==> src/rtl/core/irc_tok_pkg.sv <==
// Shared types and constants of the IRC line tokenizer.
package irc_tok_pkg;

	// Token limit per line; the count saturates here and raises overflow.
	localparam logic [5:0] MAX_TOKENS = 6'd32;

	// Field widths
	localparam int unsigned CH_W    = 8;
	localparam int unsigned IDX_W   = 5;
	localparam int unsigned COUNT_W = 6;

	// Byte codes the parser reacts to
	localparam logic [CH_W-1:0] CH_NUL   = 8'h00;
	localparam logic [CH_W-1:0] CH_SPACE = 8'h20;
	localparam logic [CH_W-1:0] CH_COLON = 8'h3A;
	localparam logic [CH_W-1:0] PRINT_LO = 8'h20;
	localparam logic [CH_W-1:0] PRINT_HI = 8'h7E;

	// Output stream packing
	localparam int unsigned OUT_TDATA_W = 24;
	localparam int unsigned OUT_TUSER_W = 3;

	// Result of one byte, as handed from the parser to the output register.
	typedef struct packed {
		logic [CH_W-1:0]    data;
		logic               keep;
		logic               opens_token;
		logic               closes_token;
		logic [IDX_W-1:0]   token_index;
		logic               line_done;
		logic [COUNT_W-1:0] token_total;
		logic               overflow;
	} res_t;

endpackage

==> src/rtl/core/irc_tok_in_reg.sv <==
// Input register stage of the IRC line tokenizer.
module irc_tok_in_reg (
	input  logic                            clk,
	input  logic                            arst_n,
	input  logic                            in_valid,
	output logic                            in_ready,
	input  logic [irc_tok_pkg::CH_W-1:0]    in_ch,
	input  logic                            advance,
	output logic                            valid_s1,
	output logic [irc_tok_pkg::CH_W-1:0]    ch_s1
);

	// The stage takes a new beat when it is empty or its beat moves on.
	assign in_ready = !valid_s1 || advance;

	// Valid flag of the stage.
	always_ff @(posedge clk or negedge arst_n) begin
		if (!arst_n) begin
			valid_s1 <= 1'b0;
		end else if (in_ready) begin
			valid_s1 <= in_valid;
		end
	end

	// Byte payload, loaded on an accepted beat.
	always_ff @(posedge clk) begin
		if (in_valid && in_ready) begin
			ch_s1 <= in_ch;
		end
	end

endmodule

==> src/rtl/core/irc_tok_core.sv <==
// Line parser of the IRC line tokenizer: phase state and per-byte decision logic.
module irc_tok_core (
	input  logic                          clk,
	input  logic                          arst_n,
	input  logic                          step,
	input  logic [irc_tok_pkg::CH_W-1:0]  ch,
	output irc_tok_pkg::res_t             res
);

	typedef enum logic [2:0] {
		PH_SKIP  = 3'd0,
		PH_WORD  = 3'd1,
		PH_COLON = 3'd2,
		PH_TRAIL = 3'd3,
		PH_DROP  = 3'd4
	} phase_t;

	localparam logic [irc_tok_pkg::COUNT_W-1:0] LAST_IDX = irc_tok_pkg::MAX_TOKENS - 6'd1;

	phase_t                               phase_q, phase_n;
	logic [irc_tok_pkg::COUNT_W-1:0]      count_q, count_n;
	logic [irc_tok_pkg::CH_W-1:0]         delim_q, delim_n;
	logic                                 ovf_q, ovf_n;
	logic                                 keep, opens, closes, done;
	logic                                 printable, is_delim;
	logic [irc_tok_pkg::COUNT_W-1:0]      idx_full;

	assign printable = (ch >= irc_tok_pkg::PRINT_LO) && (ch <= irc_tok_pkg::PRINT_HI);
	assign is_delim  = (delim_q != irc_tok_pkg::CH_NUL) && (ch == delim_q);

	// Decide the flags for this byte and the state it leaves behind.
	always_comb begin
		phase_n = phase_q;
		count_n = count_q;
		delim_n = delim_q;
		ovf_n   = ovf_q;
		keep    = 1'b0;
		opens   = 1'b0;
		closes  = 1'b0;
		done    = 1'b0;
		if (ch == irc_tok_pkg::CH_NUL) begin
			closes = (phase_q == PH_WORD) || (phase_q == PH_COLON) || (phase_q == PH_TRAIL);
			done   = 1'b1;
		end else begin
			unique case (phase_q)
				PH_WORD: begin
					if (ch == irc_tok_pkg::CH_SPACE) begin
						closes  = 1'b1;
						phase_n = PH_SKIP;
					end else begin
						keep = 1'b1;
					end
				end
				PH_COLON: begin
					phase_n = PH_TRAIL;
					if (!printable) begin
						// A non-printable byte after the colon becomes the closer if none is set yet.
						if (delim_q == irc_tok_pkg::CH_NUL) begin
							delim_n = ch;
						end
					end else if (is_delim) begin
						closes  = 1'b1;
						phase_n = PH_SKIP;
					end else begin
						keep = 1'b1;
					end
				end
				PH_TRAIL: begin
					if (is_delim) begin
						closes  = 1'b1;
						phase_n = (delim_q == irc_tok_pkg::CH_SPACE) ? PH_SKIP : PH_DROP;
					end else begin
						keep = 1'b1;
					end
				end
				PH_DROP: begin
					if (ch == irc_tok_pkg::CH_SPACE) begin
						phase_n = PH_SKIP;
					end
				end
				default: begin
					// Skipping spaces, and any phase code with no meaning.
					phase_n = PH_SKIP;
					if (ch != irc_tok_pkg::CH_SPACE) begin
						opens = 1'b1;
						if (count_q >= irc_tok_pkg::MAX_TOKENS) begin
							count_n = irc_tok_pkg::MAX_TOKENS;
							ovf_n   = 1'b1;
						end else begin
							count_n = count_q + 6'd1;
						end
						if (ch == irc_tok_pkg::CH_COLON) begin
							// Only the prefix token closes a trailing part at a space.
							delim_n = (count_n == 6'd1 && !ovf_n) ? irc_tok_pkg::CH_SPACE
							                                      : irc_tok_pkg::CH_NUL;
							phase_n = PH_COLON;
						end else begin
							keep    = 1'b1;
							phase_n = PH_WORD;
						end
					end
				end
			endcase
		end
	end

	// Index of the current token, clamped to the last allowed one.
	always_comb begin
		idx_full = (count_n == 6'd0) ? 6'd0 : count_n - 6'd1;
		if (idx_full > LAST_IDX) begin
			idx_full = LAST_IDX;
		end
	end

	// Result of the byte; tokens past the limit are muted.
	always_comb begin
		res.data         = ch;
		res.keep         = keep && !ovf_n;
		res.opens_token  = opens && !ovf_n;
		res.closes_token = closes && !ovf_n;
		res.token_index  = idx_full[irc_tok_pkg::IDX_W-1:0];
		res.line_done    = done;
		res.token_total  = count_n;
		res.overflow     = ovf_n;
	end

	// Parser state; the end-of-line byte returns it to its start values.
	always_ff @(posedge clk or negedge arst_n) begin
		if (!arst_n) begin
			phase_q <= PH_SKIP;
			count_q <= '0;
			delim_q <= irc_tok_pkg::CH_NUL;
			ovf_q   <= 1'b0;
		end else if (step) begin
			if (done) begin
				phase_q <= PH_SKIP;
				count_q <= '0;
				delim_q <= irc_tok_pkg::CH_NUL;
				ovf_q   <= 1'b0;
			end else begin
				phase_q <= phase_n;
				count_q <= count_n;
				delim_q <= delim_n;
				ovf_q   <= ovf_n;
			end
		end
	end

endmodule

==> src/rtl/core/irc_line_tokenizer.sv <==
// Top level of the IRC line tokenizer: input stage, parser and output register.
//
//  Channel   Dir  Beat contents
//  s_axis    in   tdata[7:0] = ch (0 ends the line)
//  m_axis    out  tdata = data, token_index, token_total, overflow;
//                 tuser = keep, opens_token, closes_token; tlast = line_done
//
// One input beat yields one output beat; a beat can be taken every cycle unless
// m_axis stalls. A byte passes the input register, then the parser logic into
// the output register. The phase, count and delimiter registers are updated as
// a byte moves into the output register, so each byte sees the state left by
// the previous one. Reset clears the parser to the start of a line and empties
// both stages. A stall on m_axis holds the output beat and backs up into s_axis.
module irc_line_tokenizer (
	input  logic                                   clk,
	input  logic                                   arst_n,
	input  logic                                   s_axis_tvalid,
	output logic                                   s_axis_tready,
	// [7:0] ch
	input  logic [irc_tok_pkg::CH_W-1:0]           s_axis_tdata,
	output logic                                   m_axis_tvalid,
	input  logic                                   m_axis_tready,
	// [7:0] data, [12:8] token_index, [18:13] token_total, [19] overflow, [23:20] zero
	output logic [irc_tok_pkg::OUT_TDATA_W-1:0]    m_axis_tdata,
	// [0] keep, [1] opens_token, [2] closes_token
	output logic [irc_tok_pkg::OUT_TUSER_W-1:0]    m_axis_tuser,
	output logic                                   m_axis_tlast
);

	logic                            advance;
	logic                            valid_s1;
	logic [irc_tok_pkg::CH_W-1:0]    ch_s1;
	irc_tok_pkg::res_t               res;
	irc_tok_pkg::res_t               res_s2;
	logic                            valid_s2;

	// The output register moves on when it is empty or its beat is taken.
	assign advance = !valid_s2 || m_axis_tready;

	irc_tok_in_reg u_in_reg (
		.clk      (clk),
		.arst_n   (arst_n),
		.in_valid (s_axis_tvalid),
		.in_ready (s_axis_tready),
		.in_ch    (s_axis_tdata),
		.advance  (advance),
		.valid_s1 (valid_s1),
		.ch_s1    (ch_s1)
	);

	irc_tok_core u_core (
		.clk    (clk),
		.arst_n (arst_n),
		.step   (advance && valid_s1),
		.ch     (ch_s1),
		.res    (res)
	);

	// Output valid flag.
	always_ff @(posedge clk or negedge arst_n) begin
		if (!arst_n) begin
			valid_s2 <= 1'b0;
		end else if (advance) begin
			valid_s2 <= valid_s1;
		end
	end

	// Output payload.
	always_ff @(posedge clk) begin
		if (advance && valid_s1) begin
			res_s2 <= res;
		end
	end

	// Pack the result onto the output stream.
	assign m_axis_tvalid = valid_s2;
	assign m_axis_tdata  = {4'd0, res_s2.overflow, res_s2.token_total,
	                        res_s2.token_index, res_s2.data};
	assign m_axis_tuser  = {res_s2.closes_token, res_s2.opens_token, res_s2.keep};
	assign m_axis_tlast  = res_s2.line_done;

endmodule

==> config.mk <==
export PLATFORM = sky130hd
export DESIGN_NAME = irc_line_tokenizer
export DESIGN_NICKNAME = d
export VERILOG_FILES = /design/src/rtl/core/irc_tok_pkg.sv /design/src/rtl/core/irc_tok_in_reg.sv /design/src/rtl/core/irc_tok_core.sv /design/src/rtl/core/irc_line_tokenizer.sv
export SDC_FILE = /design/constraint.sdc
export NUM_CORES = 1
export LEC_CHECK = 0
export ABC_CLOCK_PERIOD_IN_PS = 7100
export BUFFER_PORTS_ARGS = -buffer_cell sky130_fd_sc_hd__buf_2
export CAP_MARGIN = 30
export CORE_UTILIZATION = 60
export DETAILED_ROUTE_END_ITERATION = 8
export GPL_ROUTABILITY_DRIVEN = 0
export PLACE_DENSITY = 0.9
export SETUP_SLACK_MARGIN = 0.2
export SYNTH_ARGS = -nofsm -noshare
export SYNTH_HDL_FRONTEND = slang
export SYNTH_SLANG_ARGS = --single-unit
==> constraint.sdc <==
create_clock -name clk -period 7.1 [get_ports clk]
set_clock_uncertainty 0.2 [all_clocks]
set_input_delay 0 -clock clk [delete_from_list [all_inputs] [get_ports clk]]
set_output_delay 0 -clock clk [all_outputs]
set_load 0.01 [all_outputs]
# Word level (Yosys, flattened, before mapping)
# Cells that the tools add are included.
# W data, S select, Z words.
[classes]
bitwise = 0
n_shift = 0
n_div = 0
n_mul = 0
n_lt_le_gt_ge = 4
n_reduce_logical = 27
eq_ne = 16
addsub = 2
muxes = 51
[op_table]
columns = ["operator", "count"]
rows = [
  ["$mux W6", 10],
  ["$mux W8", 6],
  ["$eq A8 B6 Y1 const B", 3],
  ["$mux W1", 22],
  ["$mux W3", 7],
  ["$logic_not A8 Y1", 2],
  ["$pmux W8 S2", 1],
  ["$pmux W3 S3", 1],
  ["$eq A8 B8 Y1", 1],
  ["$ge A8 B6 Y1 const B", 1],
  ["$le A8 B7 Y1 const B", 1],
  ["$logic_and A1 B1 Y1", 8],
  ["$ne A8 B6 Y1 const B", 1],
  ["$reduce_bool A8 Y1", 1],
  ["$reduce_and A7 Y1", 1],
  ["$add A6 B1 Y6 const B", 1],
  ["$eq A3 B2 Y1 const B", 2],
  ["$eq A6 B1 Y1 const B", 1],
  ["$ge A6 B6 Y1 const B", 1],
  ["$gt A6 B5 Y1 const B", 1],
  ["$logic_not A6 Y1", 1],
  ["$ne A3 B1 Y1 const B", 2],
  ["$ne A3 B2 Y1 const B", 2],
  ["$reduce_bool A3 Y1", 2],
  ["other kinds (13)", 21],
]
[word_totals]
out_inout_bits = 30
mem_count = 0
word_cells = 115
latchBits = 0
ramBits = 0
mem_bits_ro = 0
inputBits = 12
regBits = 52

# Logic depth before layout (Yosys ltp)
# Gate-level depths: netlist (run 1).
[logic_depth]
depth_word = 13
depth_mapped = 9
mapped_depth_nobuf = 8

# Cells and area by module
# From an unflattened synthesis (run 1), not the netlist that was laid out.
[unflattened]
cells_unflattened = 251
hier_area_um2 = 2874.0
[by_module_without_submodules]
columns = ["mod", "seq_area_each_um2", "instances", "area_per_inst_um2", "cells_per_inst"]
rows = [
  ["irc_tok_core", 450.4, 1, 1771.7, 206],
  ["irc_line_tokenizer", 745.7, 1, 808.3, 33],
  ["irc_tok_in_reg", 265.3, 1, 294.0, 12],
]

# Worst setup path before layout (run 1)
# No wires, ideal clock.
[synth_timing]
kind = "reg2reg"
start = "reg u_core.phase_q[2]"
end = "reg res_s2, in the netlist m_axis_tdata[8] (data pin)"
t_arrival_ns = 2.113
path_stages_with_launch = 10
path_slack_ns = 4.516
path_buffers = 1
path_cell_list = "dfrtp_1 -> buf_6 -> or3_4 -> a22oi_4 -> nor2_1 -> a31oi_1 -> ha_1 -> inv_1 -> nor4_1 -> o21ai_0"
[synth_via]
elab_chain_len = 7
[synth_rtl]
columns = ["element", "line_no", "rtl"]
rows = [
  ["from (decl)", "irc_tok_core.sv:20", "phase_t phase_q, phase_n;"],
  ["from (signal assigned)", "irc_tok_core.sv:141", "phase_q <= phase_n;"],
  ["$eq A3 B3 Y1, or another cell as far along", "irc_tok_core.sv:45", "unique case (phase_q)"],
  ["$reduce_or A4 Y1 (no source line) (*)", "-", ""],
  ["$mux W6 (*)", "irc_tok_core.sv:45", ""],
  ["$mux W6 (*)", "irc_tok_core.sv:41", "if (ch == irc_tok_pkg::CH_NUL) begin"],
  ["$sub A6 B1 Y6 or $logic_not A6 Y1 (tied branches)", "irc_tok_core.sv:109", "idx_full = (count_n == 6'd0) ? 6'd0 : count_n - 6'd1;"],
  ["$mux W6 (*)", "irc_tok_core.sv:109", ""],
  ["$gt A6 B5 Y1", "irc_tok_core.sv:110", "if (idx_full > LAST_IDX) begin"],
  ["to (signal assigned)", "irc_line_tokenizer.sv:71", "res_s2 <= res;"],
  ["to (decl)", "irc_line_tokenizer.sv:34", "irc_tok_pkg::res_t res_s2;"],
]
# Every way passes the cells marked *; elsewhere a longest branch is shown, timed or not.
# A chain may end at the register's enable or synchronous reset.

# Final worst setup path (run 1)
[layout_timing]
start = "reg u_core.phase_q[1]"
end = "reg res_s2, in the netlist m_axis_tdata[8] (data pin)"
# The elaborated chain is that of the path after synthesis.

==> results of run 1 <==
[worst max-delay path by stage]
| stage | cells past startpoint | to |
|---|---|---|
| 2_1_floorplan | 9 | m_axis_tdata[8] |
| 3_3_place_gp | 8 | m_axis_tdata[8] |
| 3_5_place_dp | 8 | m_axis_tdata[8] |
| 4_1_cts | 8 | m_axis_tdata[8] |
| 5_1_grt | 8 | m_axis_tdata[8] |
| 6_report | 8 | m_axis_tdata[8] |
[logic make-up (layout without fill, tap and decap cells)]
group / count (synthesis) / count (layout) / synth area share (%)
fa+ha+maj: 4 / 4 / 1.84
flops: 52 / 52 / 53.7
other cells: 1 / 4 / 0.138
xor+xnor: 10 / 10 / 3.22
compound gates: 56 / 56 / 16.8
simple gates: 76 / 76 / 14.4
buf+inv: 31 / 79 / 5.20
mux: 12 / 12 / 4.64
[metal layers]
metal  global-route usage (%)  vias up  part of all wire (%)
met2                     43.4       60                    52
li1                         -      978                     -
met3                     5.67       12                   3.6
met5                        0        -                     0
met1                     32.9     1025                    43
met4                     8.84        0                   1.6
[state kept, by name (all words and copies together), names as in the netlist]
signal and cells:
m_axis_tdata 20, u_core.delim_q 8, u_in_reg.ch_s1 8, u_core.count_q 6
m_axis_tuser 3, u_core.phase_q 3, m_axis_tlast 1, m_axis_tvalid 1
u_core.ovf_q 1, u_in_reg.valid_s1 1
[final cells by class]
| type | count | share of cell area (%) |
|---|---|---|
| sequential | 52 | 46.2 |
| multi-input combinational | 162 | 35.7 |
| timing repair buffer | 52 | 10.7 |
| inverter | 19 | 2.26 |
| clock buffer | 5 | 2.18 |
| tap | 52 | 2.06 |
| clock inverter | 3 | 0.831 |
[cells in the final DEF, fill, tap and decap left out, types with 3 or more instances in the layout]
master,n
buf_2,37
edfxtp_1,32
dfrtp_1,20
inv_1,19
nor2_1,18
nand2_1,17
dlygate4sd3_1,13
a21oi_1,9
xor2_1,8
o21ai_0,7
nor4_1,7
mux2i_1,7
nand2b_1,6
o22ai_1,6
nor2b_1,5
mux2_2,5
a22o_1,5
clkbuf_8,5
nor3_1,4
nand3_1,4
ha_1,4
conb_1,4
a31oi_1,3
o31ai_1,3
a22oi_1,3
[power by group]
group	switching (mW)	leakage [nW]	internal, mW	total, mW
registers	0.0825	0.551	0.425	0.507
logic	0.302	0.767	0.227	0.530
clock network	0.107	0.0491	0.0727	0.180
total	0.492	1.37	0.725	1.22
==> flow_summary.html, run 1 <==
<table>
<tr><th>Metric</th><th>Value</th></tr>
<tr><th colspan="2">Pwr</th></tr>
<tr><td>Worst supply voltage drop on vdd</td><td>197 µV</td></tr>
<tr><td>P_leak</td><td>1.37 nW</td></tr>
<tr><td>P per Cell Area</td><td>385 mW/mm²</td></tr>
<tr><td>Overall power consumption</td><td>1.22 mW</td></tr>
<tr><th colspan="2">Timing</th></tr>
<tr><td>Final Max Slew Viols</td><td>0</td></tr>
<tr><td>Worst hold slack after final layout</td><td>191 ps</td></tr>
<tr><td>Remaining max-slew budget at the tightest pin</td><td>50.4%</td></tr>
<tr><td>Final critical delay including setup and external delays</td><td>3030 ps</td></tr>
<tr><td>RSZ-0062 raised after global routing</td><td>false</td></tr>
<tr><td>Finish-stage setup viols</td><td>0</td></tr>
<tr><td>Period Utilization, post-route</td><td>42.7%</td></tr>
<tr><td>Total Negative Setup Slacks</td><td>0 ps</td></tr>
<tr><td>Maximum frequency from static timing analysis</td><td>~0.33 GHz</td></tr>
<tr><td>Final number of hold-violating endpoints</td><td>0</td></tr>
<tr><td>Transition time at the pin with the least slew margin</td><td>742 ps</td></tr>
<tr><td>Slack of the critical path</td><td>4070 ps</td></tr>
<tr><th colspan="2">Logic synthesis</th></tr>
<tr><td>Post-synth EDFFs</td><td>32</td></tr>
<tr><td>Cell type with the largest total area after synthesis</td><td>edfxtp_1</td></tr>
<tr><td>Syn Std Cell Area</td><td>approximately 0.0027 mm²</td></tr>
<tr><td>Async set-reset flop share out of synthesis</td><td>38.5%</td></tr>
<tr><td>Synthesized area per cell</td><td>around 11 µm²</td></tr>
<tr><td>Cell variety after synth</td><td>between 50 and 60</td></tr>
<tr><td>Fraction of the yosys area taken by sequential cells</td><td>53.7%</td></tr>
<tr><td>Area contributors post-synth</td><td>edfxtp_1, dfrtp_1, inv_1</td></tr>
<tr><td>Top-count cell post-synth</td><td>edfxtp_1</td></tr>
<tr><td>Total of flip-flops plus latches after synthesis</td><td>52</td></tr>
<tr><td>Gate count of the mapped netlist</td><td>242</td></tr>
<tr><td>Top cell type's share of synthesized area</td><td>roughly a third</td></tr>
<tr><td>Commonest cells in the netlist</td><td>edfxtp_1, dfrtp_1, inv_1</td></tr>
<tr><td>Commonest register cell after synthesis</td><td>edfxtp_1</td></tr>
<tr><td>Yosys synthesis warning count</td><td>0</td></tr>
<tr><th colspan="2">Clocking</th></tr>
<tr><td>Buffers inserted by post-CTS timing repair</td><td>0</td></tr>
<tr><td>Number of clock sinks seen by CTS</td><td>52</td></tr>
<tr><td>Clock-pin slew on the worst setup and hold paths</td><td>100 ps</td></tr>
<tr><td>CTS Root Cell</td><td>clkbuf_8</td></tr>
<tr><td>Max clock buf depth</td><td>2</td></tr>
<tr><td>H-tree level count</td><td>2</td></tr>
<tr><td>Number of gates resized after cts</td><td>0</td></tr>
<tr><td>Clock latency at the later pin of the worst-skew pair</td><td>310 ps</td></tr>
<tr><td># hold bufs at CTS</td><td>13</td></tr>
<tr><td>TritonCTS buffer count</td><td>5</td></tr>
<tr><td>Clock tree from TritonCTS</td><td>done</td></tr>
<tr><th colspan="2">Die</th></tr>
<tr><td>Chip Height</td><td>69.3 µm</td></tr>
<tr><td>Number of placement rows</td><td>24</td></tr>
<tr><td>Core area</td><td>0.00435 mm²</td></tr>
<tr><td>Width of the die</td><td>between 60 and 70 µm</td></tr>
<tr><td>Area of the die</td><td>0.00481 mm²</td></tr>
<tr><td>Top-Level Pins</td><td>42</td></tr>
<tr><td>Effective utilization at floorplan</td><td>a little over three fifths</td></tr>
<tr><th colspan="2">Critical path</th></tr>
<tr><td>Crit. Startpoint</td><td>u_core.phase_q[1]</td></tr>
<tr><td>Flop-to-flop setup slack</td><td>between 4000 and 5000 ps</td></tr>
<tr><td>CP max stage cell</td><td>dfrtp_1</td></tr>
<tr><td>Arrival time at the worst endpoint</td><td>2880 ps</td></tr>
<tr><td>Worst r2r src</td><td>u_core.phase_q[1]</td></tr>
<tr><td>Slowest Stage Delay on Critical Path</td><td>500 ps</td></tr>
<tr><td>Type of origin of the critical path</td><td>register</td></tr>
<tr><td>Top fanout value on the critical path</td><td>11</td></tr>
<tr><td>Destination of the worst register-to-register timing path</td><td>m_axis_tdata[8]</td></tr>
<tr><td>Count of buffer and inverter cells on the critical path</td><td>1</td></tr>
<tr><td>Cells along the critical path</td><td>or3_4, a22oi_4, nor2_1, a31oi_1, ha_1, inv_1, nor4_1, o21ai_0</td></tr>
<tr><td>Capturing element type of the critical path</td><td>register</td></tr>
<tr><td>R2R cell count</td><td>8</td></tr>
<tr><td>Kind of cell adding the most delay to the critical path</td><td>simple AND/OR/NAND/NOR gates</td></tr>
<tr><td>Worst setup path class</td><td>register to register</td></tr>
<tr><td>Critical Path RT</td><td>approximately 7000 ps</td></tr>
<tr><th colspan="2">Worst hold path</th></tr>
<tr><td>Number of cells on the worst hold path</td><td>2</td></tr>
<tr><td>Launch point of the worst hold path</td><td>s_axis_tdata[4]</td></tr>
<tr><td>Min-Delay Path Class</td><td>primary input to register</td></tr>
<tr><td>Worst Hold Path EP</td><td>u_in_reg.ch_s1[4]</td></tr>
<tr><th colspan="2">Detailed routing</th></tr>
<tr><td>Total wire length</td><td>a little under 6000 µm</td></tr>
<tr><td>Initial DRC Count</td><td>250</td></tr>
<tr><td>Average routed wire per standard cell</td><td>16.9 µm</td></tr>
<tr><td>DRC errors left</td><td>0</td></tr>
<tr><td>ANT nets after route</td><td>0</td></tr>
<tr><td>Number of iterations in the first detailed-routing pass</td><td>4</td></tr>
<tr><td>Total via count after detailed routing</td><td>a little over 2000</td></tr>
<tr><td>Average vias per placed instance</td><td>6.01</td></tr>
<tr><th colspan="2">Placement</th></tr>
<tr><td>Post-Place Cell Area</td><td>~0.003 mm²</td></tr>
<tr><td>Placed wire-length estimate after detailed placement</td><td>3950 µm</td></tr>
<tr><td>Buffers on Ports</td><td>37</td></tr>
<tr><td>Instance count after placement with tap cells included</td><td>between 300 and 400</td></tr>
<tr><td>Pre-CTS worst setup slack</td><td>4170 ps</td></tr>
<tr><th colspan="2">Run</th></tr>
<tr><td>Maximum capacitance violations</td><td>0</td></tr>
<tr><th colspan="2">Finish</th></tr>
<tr><td>Fill count</td><td>295</td></tr>
<tr><td>Total number of nets in the final design</td><td>slightly above 300</td></tr>
<tr><td>Layout overhead on the synthesized area</td><td>16.1%</td></tr>
<tr><td>Post-layout instance count excluding filler cells</td><td>345</td></tr>
<tr><td>Area occupied by multi-input gates</td><td>0.00113 mm²</td></tr>
<tr><td>Final core utilization</td><td>72.6%</td></tr>
<tr><td>Number of diodes added for antenna fixing</td><td>0</td></tr>
<tr><td>Area taken by flip-flops and latches</td><td>roughly 0.0015 mm²</td></tr>
<tr><td>Ratio of cells with drive above 1 in the final layout</td><td>21.5%</td></tr>
<tr><td>Post-route design area</td><td>approximately 0.0032 mm²</td></tr>
<tr><th colspan="2">GRT</th></tr>
<tr><td>Antenna violations before repair</td><td>0</td></tr>
<tr><td>Maximum number of pins on one net before global-route repair</td><td>33</td></tr>
<tr><td>Vias in the first global route</td><td>between 2000 and 2500</td></tr>
<tr><td>GRT Util Overall</td><td>25.7%</td></tr>
<tr><td>Overall overflow remaining after global route</td><td>0</td></tr>
<tr><td>Global-route wire length before repair</td><td>slightly below 10000 µm</td></tr>
<tr><th colspan="2">Status</th></tr>
<tr><td>Result of the run</td><td>complete, no violations</td></tr>
</table>
Note: power is estimated with default switching activity, not from simulation.
==> run 2, diff against run 1 <==
--- a/config.mk
+++ b/config.mk
@@ -5,13 +5,14 @@
 export SDC_FILE = /design/constraint.sdc
 export NUM_CORES = 1
 export LEC_CHECK = 0
-export ABC_CLOCK_PERIOD_IN_PS = 7100
+export ABC_AREA = 1
+export ABC_CLOCK_PERIOD_IN_PS = 2600
 export BUFFER_PORTS_ARGS = -buffer_cell sky130_fd_sc_hd__buf_2
 export CAP_MARGIN = 30
-export CORE_UTILIZATION = 60
+export CORE_UTILIZATION = 51
 export DETAILED_ROUTE_END_ITERATION = 8
 export GPL_ROUTABILITY_DRIVEN = 0
-export PLACE_DENSITY = 0.9
+export PLACE_DENSITY = 0.82
 export SETUP_SLACK_MARGIN = 0.2
 export SYNTH_ARGS = -nofsm -noshare
 export SYNTH_HDL_FRONTEND = slang
==> constraint.sdc (replaced) <==
create_clock -name clk -period 2.6 [get_ports clk]
set_clock_uncertainty 0.2 [all_clocks]
set_input_delay 0 -clock clk [delete_from_list [all_inputs] [get_ports clk]]
set_output_delay 0 -clock clk [all_outputs]
set_load 0.01 [all_outputs]
==> flow_summary.html, run 2 <==
<table>
<tr><th>Metric</th><th>Value</th></tr>
<tr><th colspan="2">Logic synthesis</th></tr>
<tr><td>Top-count cell post-synth</td><td>nand2_1</td></tr>
<tr><td>Commonest cells in the netlist</td><td>nand2_1, edfxtp_1, inv_1</td></tr>
<tr><td>Commonest register cell after synthesis</td><td>edfxtp_1</td></tr>
<tr><td>Synthesized area per cell</td><td>9.71 µm²</td></tr>
<tr><td>Gate count of the mapped netlist</td><td>285</td></tr>
<tr><td>Cell type with the largest total area after synthesis</td><td>edfxtp_1</td></tr>
<tr><td>Syn Std Cell Area</td><td>0.00277 mm²</td></tr>
<tr><td>Top cell type's share of synthesized area</td><td>34.7%</td></tr>
<tr><td>Async set-reset flop share out of synthesis</td><td>38.5%</td></tr>
<tr><td>Cell variety after synth</td><td>36</td></tr>
<tr><td>Fraction of the yosys area taken by sequential cells</td><td>between 50% and 60%</td></tr>
<tr><td>Area contributors post-synth</td><td>edfxtp_1, dfrtp_1, nand2_1</td></tr>
<tr><td>Post-synth EDFFs</td><td>32</td></tr>
<tr><td>Yosys synthesis warning count</td><td>0</td></tr>
<tr><td>Total of flip-flops plus latches after synthesis</td><td>52</td></tr>
<tr><th colspan="2">Die</th></tr>
<tr><td>Number of placement rows</td><td>26</td></tr>
<tr><td>Effective utilization at floorplan</td><td>53.5%</td></tr>
<tr><td>Chip Height</td><td>approximately 76 µm</td></tr>
<tr><td>Top-Level Pins</td><td>42</td></tr>
<tr><td>Width of the die</td><td>75.7 µm</td></tr>
<tr><td>Core area</td><td>just over 0.005 mm²</td></tr>
<tr><td>Area of the die</td><td>0.00572 mm²</td></tr>
<tr><th colspan="2">Critical path</th></tr>
<tr><td>Capturing element type of the critical path</td><td>register</td></tr>
<tr><td>Arrival time at the worst endpoint</td><td>between 2000 and 2500 ps</td></tr>
<tr><td>Worst r2r src</td><td>u_core.count_q[0]</td></tr>
<tr><td>Top fanout value on the critical path</td><td>6</td></tr>
<tr><td>Slowest Stage Delay on Critical Path</td><td>470 ps</td></tr>
<tr><td>Worst setup path class</td><td>register to register</td></tr>
<tr><td>R2R cell count</td><td>9</td></tr>
<tr><td>Flop-to-flop setup slack</td><td>~320 ps</td></tr>
<tr><td>Type of origin of the critical path</td><td>register</td></tr>
<tr><td>Cells along the critical path</td><td>ha_1, o21ai_1, nand4_2, nand2_4, nand2_2, nor2_4, nand3_1, nand3_4, nand2_1</td></tr>
<tr><td>Critical Path RT</td><td>2460 ps</td></tr>
<tr><td>CP max stage cell</td><td>dfrtp_1</td></tr>
<tr><td>Destination of the worst register-to-register timing path</td><td>m_axis_tdata[12]</td></tr>
<tr><th colspan="2">Finish</th></tr>
<tr><td>Layout overhead on the synthesized area</td><td>21.9%</td></tr>
<tr><td>Total number of nets in the final design</td><td>371</td></tr>
<tr><td>Number of flip-flops in the largest register</td><td>20</td></tr>
<tr><td>Post-route design area</td><td>roughly 0.0034 mm²</td></tr>
<tr><td>Ratio of cells with drive above 1 in the final layout</td><td>about 32%</td></tr>
<tr><td>Fill count</td><td>400</td></tr>
<tr><td>Most frequent cells in the layout</td><td>nand2_1, buf_2, edfxtp_1</td></tr>
<tr><td>Commonest non-fill, non-tap cell in the layout</td><td>nand2_1</td></tr>
<tr><td>Number of diodes added for antenna fixing</td><td>0</td></tr>
<tr><th colspan="2">Timing</th></tr>
<tr><td>Total Negative Setup Slacks</td><td>0 ps</td></tr>
<tr><td>RSZ-0062 raised after global routing</td><td>false</td></tr>
<tr><td>Finish-stage setup viols</td><td>0</td></tr>
<tr><td>Final critical delay including setup and external delays</td><td>2280 ps</td></tr>
<tr><td>Final number of hold-violating endpoints</td><td>3</td></tr>
<tr><td>Worst hold slack after final layout</td><td>-6.38 ps</td></tr>
<tr><td>Final Max Slew Viols</td><td>0</td></tr>
<tr><td>Period Utilization, post-route</td><td>87.8%</td></tr>
<tr><td>Maximum frequency from static timing analysis</td><td>0.438 GHz</td></tr>
<tr><th colspan="2">Clocking</th></tr>
<tr><td>Clock-pin slew on the worst setup and hold paths</td><td>100 ps</td></tr>
<tr><td>Clock latency at the later pin of the worst-skew pair</td><td>300 ps</td></tr>
<tr><td>TritonCTS buffer count</td><td>5</td></tr>
<tr><td>Number of clock sinks seen by CTS</td><td>52</td></tr>
<tr><td>H-tree level count</td><td>2</td></tr>
<tr><td>Max clock buf depth</td><td>2</td></tr>
<tr><td>Clock tree from TritonCTS</td><td>done</td></tr>
<tr><td>CTS Root Cell</td><td>clkbuf_8</td></tr>
<tr><th colspan="2">Pwr</th></tr>
<tr><td>P per Cell Area</td><td>1230 mW/mm²</td></tr>
<tr><td>Worst supply voltage drop on vdd</td><td>about 470 µV</td></tr>
<tr><td>P_leak</td><td>1.55 nW</td></tr>
<tr><td>Overall power consumption</td><td>a little over 4 mW</td></tr>
<tr><th colspan="2">Detailed routing</th></tr>
<tr><td>ANT nets after route</td><td>0</td></tr>
<tr><td>Average vias per placed instance</td><td>5.18</td></tr>
<tr><td>Total via count after detailed routing</td><td>2208</td></tr>
<tr><td>Total wire length</td><td>5610 µm</td></tr>
<tr><td>Initial DRC Count</td><td>approximately 210</td></tr>
<tr><td>Number of iterations in the first detailed-routing pass</td><td>7</td></tr>
<tr><td>DRC errors left</td><td>0</td></tr>
<tr><td>Average routed wire per standard cell</td><td>13.2 µm</td></tr>
<tr><th colspan="2">Placement</th></tr>
<tr><td>Placed wire-length estimate after detailed placement</td><td>slightly below 4000 µm</td></tr>
<tr><td>Post-Place Cell Area</td><td>0.00306 mm²</td></tr>
<tr><td>Buffers on Ports</td><td>37</td></tr>
<tr><th colspan="2">GRT</th></tr>
<tr><td>Maximum number of pins on one net before global-route repair</td><td>21</td></tr>
<tr><td>GRT Util Overall</td><td>22.0%</td></tr>
<tr><td>Vias in the first global route</td><td>2004</td></tr>
<tr><td>Overall overflow remaining after global route</td><td>0</td></tr>
<tr><td>Antenna violations before repair</td><td>0</td></tr>
<tr><td>Global-route wire length before repair</td><td>roughly 9000 µm</td></tr>
<tr><th colspan="2">Status</th></tr>
<tr><td>Result of the run</td><td>complete, but fails checks</td></tr>
<tr><td>Violations in the final reports</td><td>negative hold slack</td></tr>
<tr><th colspan="2">Run</th></tr>
<tr><td>Maximum capacitance violations</td><td>0</td></tr>
<tr><th colspan="2">Worst hold path</th></tr>
<tr><td>Min-Delay Path Class</td><td>primary input to async pin</td></tr>
</table>
[run 2: cell types whose count changed after synthesis, sizes merged, moves of 6 or more]
cell,previous run,this run
o21ai,9,17
nand3,4,19
nor4,8,0
nand2b,6,0
inv,19,31
mux2i,7,0
nand2,17,85
nor2,19,28
[run 2: cells by family (layout without fill, tap and decap cells)]
logic type / Yosys count / in the layout / share of synthesized area, %
and+or+nand+nor: 146 / 146 / 28.3
DFF: 52 / 52 / 52.8
AOI/OAI and AO/OA: 35 / 35 / 8.05
other: 1 / 4 / 0.136
buffers and inverters: 38 / 106 / 6.02
adders and majority gates: 4 / 4 / 1.81
xor gates and xnor gates: 9 / 9 / 2.85
[run 2: cell type report]
| cell class | instances | area (µm²) | area share (%) |
|---|---|---|---|
| Inverter | 33 | 129 | 3.82 |
| Sequential cell | 52 | 1460 | 43.4 |
| Clock inverter | 1 | 7.51 | 0.223 |
| Timing Repair Buffer | 65 | 428 | 12.7 |
| Clock buffer | 7 | 86.3 | 2.56 |
| Tap cell | 70 | 87.6 | 2.60 |
| Multi-Input combinational cell | 198 | 1170 | 34.7 |
[run 2: worst max-delay path by stage]
stage,start,slack (ps),cells after the start,end
after detailed placement,u_in_reg.ch_s1[4],150,13,m_axis_tdata[8]
after global routing,u_in_reg.ch_s1[5],180,13,m_axis_tdata[9]
after CTS,u_in_reg.ch_s1[5],210,13,m_axis_tdata[8]
after global placement,u_in_reg.ch_s1[6],210,13,m_axis_tdata[12]
after floorplan,u_in_reg.ch_s1[0],410,13,m_axis_tdata[10]
final,u_core.count_q[0],320,9,m_axis_tdata[12]
[run 2: worst max-delay path, delay by kind of cell (launching register included)]
family | cells | cell delay (ps)
adders and majority gates | 1 | 280
and+or+nand+nor | 7 | 830
AOI/OAI and AO/OA | 1 | 260
DFF | 1 | 470
[run 2: power by group]
group | switching [mW] | total, mW | internal (mW) | leakage (nW)
sequential | 0.174 | 1.41 | 1.24 | 0.570
combinational | 1.40 | 2.27 | 0.871 | 0.938
clock | 0.260 | 0.477 | 0.217 | 0.0445
total | 1.83 | 4.16 | 2.32 | 1.55
[run 2: routing by layer]
layer / wire (µm) / share of wire, % / vias to the layer above / global-route usage [%]
li1: - / - / 1079 / -
met1: 2510 / 45 / 1031 / 29.3
met2: 2760 / 49 / 89 / 35.8
met3: 263 / 4.7 / 9 / 4.50
met4: 76 / 1.4 / 0 / 8.02
met5: 0 / 0 / - / 0
[run 2: timing repair]
item | in CTS | in global routing
setup buffers | 3 | 6
hold buffers | 13 | 0
hold endpoints to repair | 31 | 0
setup endpoints to repair | 5 | 6
resized for setup | 0 | 10
pin swaps | 0 | 3
[run 2: per-stage QoR]
stage | util, % | cells | setup slack, ps
floorplan | - | 288 | 410
global placement | 59.1 | 396 | 215
detailed placement | 59.1 | 396 | 151
CTS | 63.9 | 420 | 206
global route | 65.2 | 426 | 183
finish | 65.2 | 426 | 317
